[src/design/smhp_pkg.sv]
// Shared types, constants and helpers for the message header parser.
// Used by the result channel interface, the check logic and the top level.
package smhp_pkg;

	// Message layout.
	localparam int PREFIX_BYTES   = 3;
	localparam int SEQUENCE_BYTES = 6;
	localparam int MIN_TAG_ROOM   = 4;
	localparam int MIN_MESSAGE    = PREFIX_BYTES + 1 + SEQUENCE_BYTES + MIN_TAG_ROOM;
	localparam int SEQ_W          = SEQUENCE_BYTES * 8;

	// Suite table.
	localparam int SUITE_ENTRIES  = 4;
	localparam int SUITE_ENTRY_W  = 16;
	localparam int SUITE_TABLE_W  = 64;

	// Byte counter width and the width used for length arithmetic.
	localparam int LENGTH_BITS    = 16;
	localparam int CALC_W         = ((LENGTH_BITS > 16) ? LENGTH_BITS : 16) + 1;

	// Configuration port.
	localparam int CFG_INDEX_W    = 3;
	localparam int CFG_DATA_W     = 64;

	typedef enum logic [CFG_INDEX_W-1:0] {
		CFG_EXPECTED_VERSION = 3'd0,
		CFG_UNUSED_KEY_MARKER = 3'd1,
		CFG_MAX_KEY_ID_LENGTH = 3'd2,
		CFG_MAX_MESSAGE_LENGTH = 3'd3,
		CFG_MAX_SEQUENCE_NUMBER = 3'd4,
		CFG_SUITE_TABLE = 3'd5
	} cfg_index_t;

	typedef enum logic [2:0] {
		ST_OK            = 3'd0,
		ST_BAD_FORMAT    = 3'd1,
		ST_UNKNOWN_SUITE = 3'd2,
		ST_BAD_SIZE      = 3'd3,
		ST_SEQ_RANGE     = 3'd4
	} status_t;

	typedef logic [LENGTH_BITS-1:0] count_t;

	// Configuration register contents.
	typedef struct packed {
		logic [14:0]              expected_version;
		logic [7:0]               unused_key_marker;
		logic [7:0]               max_key_id_length;
		logic [15:0]              max_message_length;
		logic [SEQ_W-1:0]         max_sequence_number;
		logic [SUITE_TABLE_W-1:0] suite_table;
	} cfg_t;

	// Per-message parse state after the last item has been folded in.
	typedef struct packed {
		count_t           byte_count;
		logic             length_overflow;
		logic [15:0]      header_word;
		logic [7:0]       suite_byte;
		logic [7:0]       key_first_byte;
		logic [SEQ_W-1:0] sequence_shift;
	} msg_state_t;

	// One result item.
	typedef struct packed {
		status_t          status;
		logic             external_key_flag;
		logic [14:0]      version;
		logic [7:0]       suite_code;
		logic             has_key_id;
		logic [7:0]       key_id_length;
		logic [SEQ_W-1:0] sequence_number;
		logic [15:0]      payload_start;
		logic [15:0]      payload_length;
		logic [3:0]       tag_length;
	} result_t;

	// Bytes taken by the key identifier, given its first byte.
	function automatic logic [7:0] key_len(input logic [7:0] first, input logic [7:0] marker);
		logic [7:0] len;
		if (first == marker || !first[7]) begin
			len = 8'd1;
		end else begin
			len = 8'd1 + {1'b0, first[6:0]};
		end
		return len;
	endfunction

endpackage

[src/design/smhp_check.sv]
// End-of-message checks: status priority, suite lookup and length fields.
// Purely combinational; depends on smhp_pkg.
module smhp_check
	import smhp_pkg::*;
(
	input  msg_state_t st,
	input  cfg_t       cfg,
	output result_t    res
);

	logic [CALC_W-1:0]        n;
	logic [CALC_W-1:0]        poff;
	logic [CALC_W-1:0]        key_end;
	logic [7:0]               klen;
	logic                     multi_key;
	logic                     found;
	logic [3:0]               tag;
	logic [SUITE_ENTRY_W-1:0] ent;
	status_t                  status;

	assign n         = CALC_W'(st.byte_count);
	assign klen      = key_len(st.key_first_byte, cfg.unused_key_marker);
	assign multi_key = (st.key_first_byte != cfg.unused_key_marker) && st.key_first_byte[7];
	assign key_end   = CALC_W'(PREFIX_BYTES) + CALC_W'(klen);
	assign poff      = key_end + CALC_W'(SEQUENCE_BYTES);

	// Suite lookup: lowest valid entry with a matching code wins.
	always_comb begin
		found = 1'b0;
		tag   = '0;
		ent   = '0;
		for (int e = 0; e < SUITE_ENTRIES; e++) begin
			ent = cfg.suite_table[SUITE_ENTRY_W*e +: SUITE_ENTRY_W];
			if (!found && ent[15] && ent[7:0] == st.suite_byte) begin
				found = 1'b1;
				tag   = ent[11:8];
			end
		end
	end

	// Checks in priority order; the first failure sets the status.
	always_comb begin
		if (st.length_overflow || n > CALC_W'(cfg.max_message_length)
				|| n < CALC_W'(MIN_MESSAGE)) begin
			status = ST_BAD_SIZE;
		end else if (st.header_word[14:0] != cfg.expected_version) begin
			status = ST_BAD_FORMAT;
		end else if (!found) begin
			status = ST_UNKNOWN_SUITE;
		end else if (multi_key && (klen < 8'd2 || klen > cfg.max_key_id_length)) begin
			status = ST_BAD_FORMAT;
		end else if (multi_key && key_end > n) begin
			status = ST_BAD_SIZE;
		end else if (poff > n || (n - poff) < CALC_W'(tag)) begin
			status = ST_BAD_SIZE;
		end else if (st.sequence_shift > cfg.max_sequence_number) begin
			status = ST_SEQ_RANGE;
		end else begin
			status = ST_OK;
		end
	end

	// All fields but the status read zero on an error.
	always_comb begin
		res        = '0;
		res.status = status;
		if (status == ST_OK) begin
			res.external_key_flag = st.header_word[15];
			res.version           = st.header_word[14:0];
			res.suite_code        = st.suite_byte;
			res.has_key_id        = (st.key_first_byte != cfg.unused_key_marker);
			res.key_id_length     = klen;
			res.sequence_number   = st.sequence_shift;
			res.payload_start     = poff[15:0];
			res.payload_length    = 16'(n - poff - CALC_W'(tag));
			res.tag_length        = tag;
		end
	end

endmodule

[config.mk]
export PLATFORM = sky130hd
export DESIGN_NAME = smhp_check
export DESIGN_NICKNAME = d
export VERILOG_FILES = /design/src/design/smhp_pkg.sv /design/src/design/smhp_check.sv
export SDC_FILE = /design/constraint.sdc
export NUM_CORES = 1
export LEC_CHECK = 0
export ABC_AREA = 1
export BUFFER_PORTS_ARGS = -buffer_cell sky130_fd_sc_hd__buf_4
export CAP_MARGIN = 10
export CORE_AREA = 4 4 145 147
export DETAILED_ROUTE_END_ITERATION = 8
export DIE_AREA = 0 0 149 151
export PLACE_DENSITY = 0.65
export SYNTH_ARGS = -nofsm -noshare
export SYNTH_HDL_FRONTEND = slang
export SYNTH_SLANG_ARGS = --single-unit
[constraint.sdc]
create_clock -name vclk -period 10.05
set_input_delay 1.5075 -clock vclk [all_inputs]
set_output_delay 1.5075 -clock vclk [all_outputs]
set_load 0.02 [all_outputs]
# ---- Word level (Yosys, flattened, before mapping)
# Index checks and enable logic that the tools add are counted.
dict set report word_totals {
  latchBits 0
  reg_bits 0
  rom_bits 0
  input_bits 256
  word_cells 57
  ram_bits 0
  memories 0
  output_inout_bits 120
}
dict set report classes {
  multipliers 0
  magnitude_cmp 8
  div 0
  n_addsub 5
  mux 17
  n_reduce_logical 20
  eq_ne 7
  shift 0
  bitwise 0
}
# cell count
set op_table {}
lappend op_table {{2-to-1 mux 117 bit} 1}
lappend op_table {{> comparator 48 bit} 1}
lappend op_table {{equality test 8 bit} 5}
lappend op_table {{2-to-1 mux 3 bit} 7}
lappend op_table {{less-than comparator 17 x 4 -> 1 bit} 1}
lappend op_table {{subtractor 16 x 10 -> 17 bit} 1}
lappend op_table {{> comparator 10 x 16 -> 1 bit} 1}
lappend op_table {{> comparator 16 bit} 1}
lappend op_table {{> comparator 9 x 16 -> 1 bit} 1}
lappend op_table {{less-than comparator 16 x 4 -> 1 bit (second input constant)} 1}
lappend op_table {{2-to-1 mux 4 bit} 4}
lappend op_table {{subtractor 16 x 4 -> 16 bit} 1}
lappend op_table {{inequality test 15 bit} 1}
lappend op_table {{adder 9 x 3 -> 10 bit (second input constant)} 1}
lappend op_table {{logical AND 1 bit} 10}
lappend op_table {{adder 2 x 8 -> 9 bit (first input constant)} 1}
lappend op_table {{adder 1 x 7 -> 8 bit (first input constant)} 1}
lappend op_table {{> comparator 8 bit} 1}
lappend op_table {{less-than comparator 8 x 2 -> 1 bit (second input constant)} 1}
lappend op_table {{2-to-1 mux 8 bit} 1}
lappend op_table {{inequality test 8 bit} 1}
lappend op_table {{logical OR 1 bit} 5}
lappend op_table {{logical NOT 1 bit} 4}
lappend op_table {{2-to-1 mux 1 bit} 4}
lappend op_table {{logical NOT 3 bit} 1}

# ---- Logic depth before layout (Yosys ltp)
dict set report logic_depth {
  ltp_word 25
  ltp_mapped 42
  mapped_depth_nobuf 39
}

# ---- Worst setup path before layout
# Ideal clock, no wire load.
dict set report synth_timing {
  path_kind {input-to-output}
  start {in st[55] (netlist name)}
  end {out res[100] (netlist name)}
  t_arrival_ps 6138
  path_slack_ps 2404
  cell_stages 36
  path_buffers 3
  required_ps 8543
  cell_sequence {buf_6 inv_2 nand2_1 nand2_1 nand2_2 nor2_4 nand2_8 nand2_4 nor2_1 ha_1 inv_1 nand4_4 nand2_2 ha_1 ha_1 xor2_1 ha_1 inv_1 nor2_1 nor2_1 inv_1 a21oi_1 nand2_2 nor2_2 nand2_4 nor2_4 nand2_2 nor2_4 nand2_2 nor2_4 nand2_2 nand4_2 nand3_1 buf_6 buf_2 nor3_1}
}
# item line
set synth_lines {}
lappend synth_lines {{start, declared} smhp_check.sv:6} ;# input msg_state_t st,
lappend synth_lines {{end, declared} smhp_check.sv:8} ;# output result_t res

==> flow_summary_export.csv <==
group,metric,value,unit
floorplanning,die_y,151,um
clock_tree,cts.repair.resized,0,
logic_synthesis,seq_area_frac_synth,0,%
clock_tree,holdBufCountCts,0,
placement,place_congestion,0.904,
routing,routed_wl,23100,um
placement,place_inst,1622,
critical_path,worst-endpoint-arrival,7.19,ns
routing,drt_iter0_markers,220,
logic_synthesis,syn-cell-area,5900,um^2
global_route,gr-usage-all-layers,19.1,%
pwr,power_density,41.6,nW/um^2
floorplanning,core,19900,um^2
critical_path,worst_path_largest_cell_delay,0.52,ns
placement,hpwl,20600,um
finish,drive_gt1_share,33.1,%
critical_path,cp_slowest_cell,"buf_4",
timing,tns,0,ns
floorplanning,io_pins,376,
timing,maxSlewHeadroom,29.1,%
timing,period_needed,8.70,ns
finish,seq_cells,0,
timing,hold_viol_final,0,
routing,antenna_left,0,
finish,n_clock_buffer,0,
routing,first_pass_iters,4,
routing,viasPerCell,4.63,
timing,clock.fmax,0.115,GHz
critical_path,cpMostUsedCell,"nand2_2",
pwr,p_leak,5.06,nW
logic_synthesis,synth_cells,1020,
placement,place_area,8780,um^2
finish,design_area,8780,um^2
logic_synthesis,synth.avg_cell_area,5.79,um^2
pwr,ir_drop,0.0000225,V
timing,tightest_slew,1.05,ns
routing,drc,0,
global_route,grt_max_degree,77,
placement,port_buffers,356,
critical_path,crit_family,"simple AND/OR/NAND/NOR gates",
finish,seqCellArea,0,um^2
floorplanning,fp-row-count,52,
finish,insertedDiodeCount,0,
timing,finalSetupViolations,0,
timing,rsz0062_at_grt,"false",
job,maxCapViolations,0,
min_path,hp-class,"in -> out",
critical_path,critPathCaptureType,"output pin",
critical_path,cp_max_fo,49,
finish,multi_input_area,4800,um^2
clock_tree,postCtsSetupRepairBufs,0,
global_route,grt_remaining_overflow,0,
critical_path,path_buf_inv,8,
global_route,grt_pass1_wl,35600,um
finish,fill_cells,2156,
finish,final_cells,1622,
critical_path,start_kind,"primary input",
finish,area_growth,48.8,%
floorplanning,fp.dieW,149,um
critical_path,cp_data_required_time,8.54,ns
logic_synthesis,yosys_warnings,0,
floorplanning,initial_utilization,29.7,%
global_route,grt_pass1_vias,7210,
floorplanning,die-area,22500,um^2
timing,drv_slew,0,
outcome,status,"finished clean",
critical_path,crit_type,"in -> out",
logic_synthesis,ys_types,52,
routing,vias,7517,
finish,final_nets,1706,
timing,period_share,86.5,%
global_route,antenna_found_initial,0,
routing,wl_per_cell,14.3,um
-- power breakdown --
part	leakage (nW)	internal [W]	switching (W)	total, W
clock network	0	0	0	0
registers	0	0	0	0
logic	5.06	0.000164	0.000201	0.000365
total	5.06	0.000164	0.000201	0.000365
-- cells by family (layout without fill, tap and decap cells) --
| family | count (synthesis) | in the layout | share of synthesized area, % |
|---|---|---|---|
| adder cells (fa/ha/maj) | 96 | 96 | 20.6 |
| buffers and inverters | 283 | 607 | 19.5 |
| AND/OR/NAND/NOR | 491 | 491 | 42.8 |
| XOR/XNOR | 47 | 47 | 6.97 |
| AO/OA/AOI/OAI | 101 | 101 | 10.1 |
| other | 2 | 10 | 0.127 |
-- final timing paths --
kind / start / endpoint / slack, ns / cells past startpoint
max: st[48] / res[78] / 1.35 / 37
min: st[27] / res[63] / 3.36 / 4
-- metal layers --
layer	up-vias	share of wire, %	global-route usage, %
met3	24	9.8	4.70
met2	288	51	36.6
met1	3267	38	21.8
met5	-	0	0
li1	3938	-	-
met4	0	1.7	2.79
-- metrics by stage --
step	total power, W	worst slack (ns)	util (%)	hold WS, ns
floorplan	0.000232	2.40	-	3.12
global placement	0.000362	1.36	44.1	3.36
detailed placement	0.000367	1.33	44.1	3.36
CTS	0.000369	1.29	44.1	3.36
global route	0.000414	0.767	44.1	3.37
finish	0.000365	1.35	44.1	3.36
-- worst min-delay path: cells and delay by family --
kind	cells	cell delay [ns]
buffers and inverters	3	0.30
AND/OR/NAND/NOR	1	0.04
-- layout make-up --
class | instances | area share (%)
multi-input cells | 745 | 54.7
repair buffers | 360 | 30.9
inverters | 247 | 10.6
well taps | 270 | 3.85
-- cell usage in the layout (no fill, tap or decap), types with 3 or more instances in the layout --
master,count
inv_1,233
conb_1,10
nor2_2,8
a21oi_1,47
nand3_1,60
nor3_1,112
o211ai_1,5
o21a_1,4
or2_2,4
nand2_1,156
ha_1,94
nor3_2,10
inv_2,12
nand2_4,7
a221oi_1,4
nand3_2,6
nand4_1,14
nand3_4,3
nor4_1,10
nor2_1,59
nand2_2,23
xor2_1,26
nand4_2,4
nor2_4,7
buf_4,359
xnor2_1,21
o21ai_0,24
-- cell usage after synthesis, types with 3 or more instances --
master    number  area share [%]
a21oi_1       47             4.0
a221oi_1       4            0.59
buf_2         21             1.8
buf_4          8             1.0
buf_6          4            0.76
clkbuf_1       3            0.19
ha_1          94              20
inv_1        233              15
inv_2         12            0.76
nand2_1      157              10
nand2_2       23             2.4
nand2_4        6             1.1
nand3_1       61             5.2
nand3_2        6             1.0
nand4_1       14             1.5
nand4_2        4            0.85
nor2_1        59             3.8
nor2_2         8            0.85
nor2_4         7             1.3
nor3_1       112             9.5
nor3_2        10             1.7
nor4_1        10             1.1
o211ai_1       5            0.64
o21a_1         4            0.51
o21ai_0       24             2.0
or2_2          4            0.42
xnor2_1       21             3.1
xor2_1        26             3.9
Note: power is estimated with default switching activity, not from simulation.
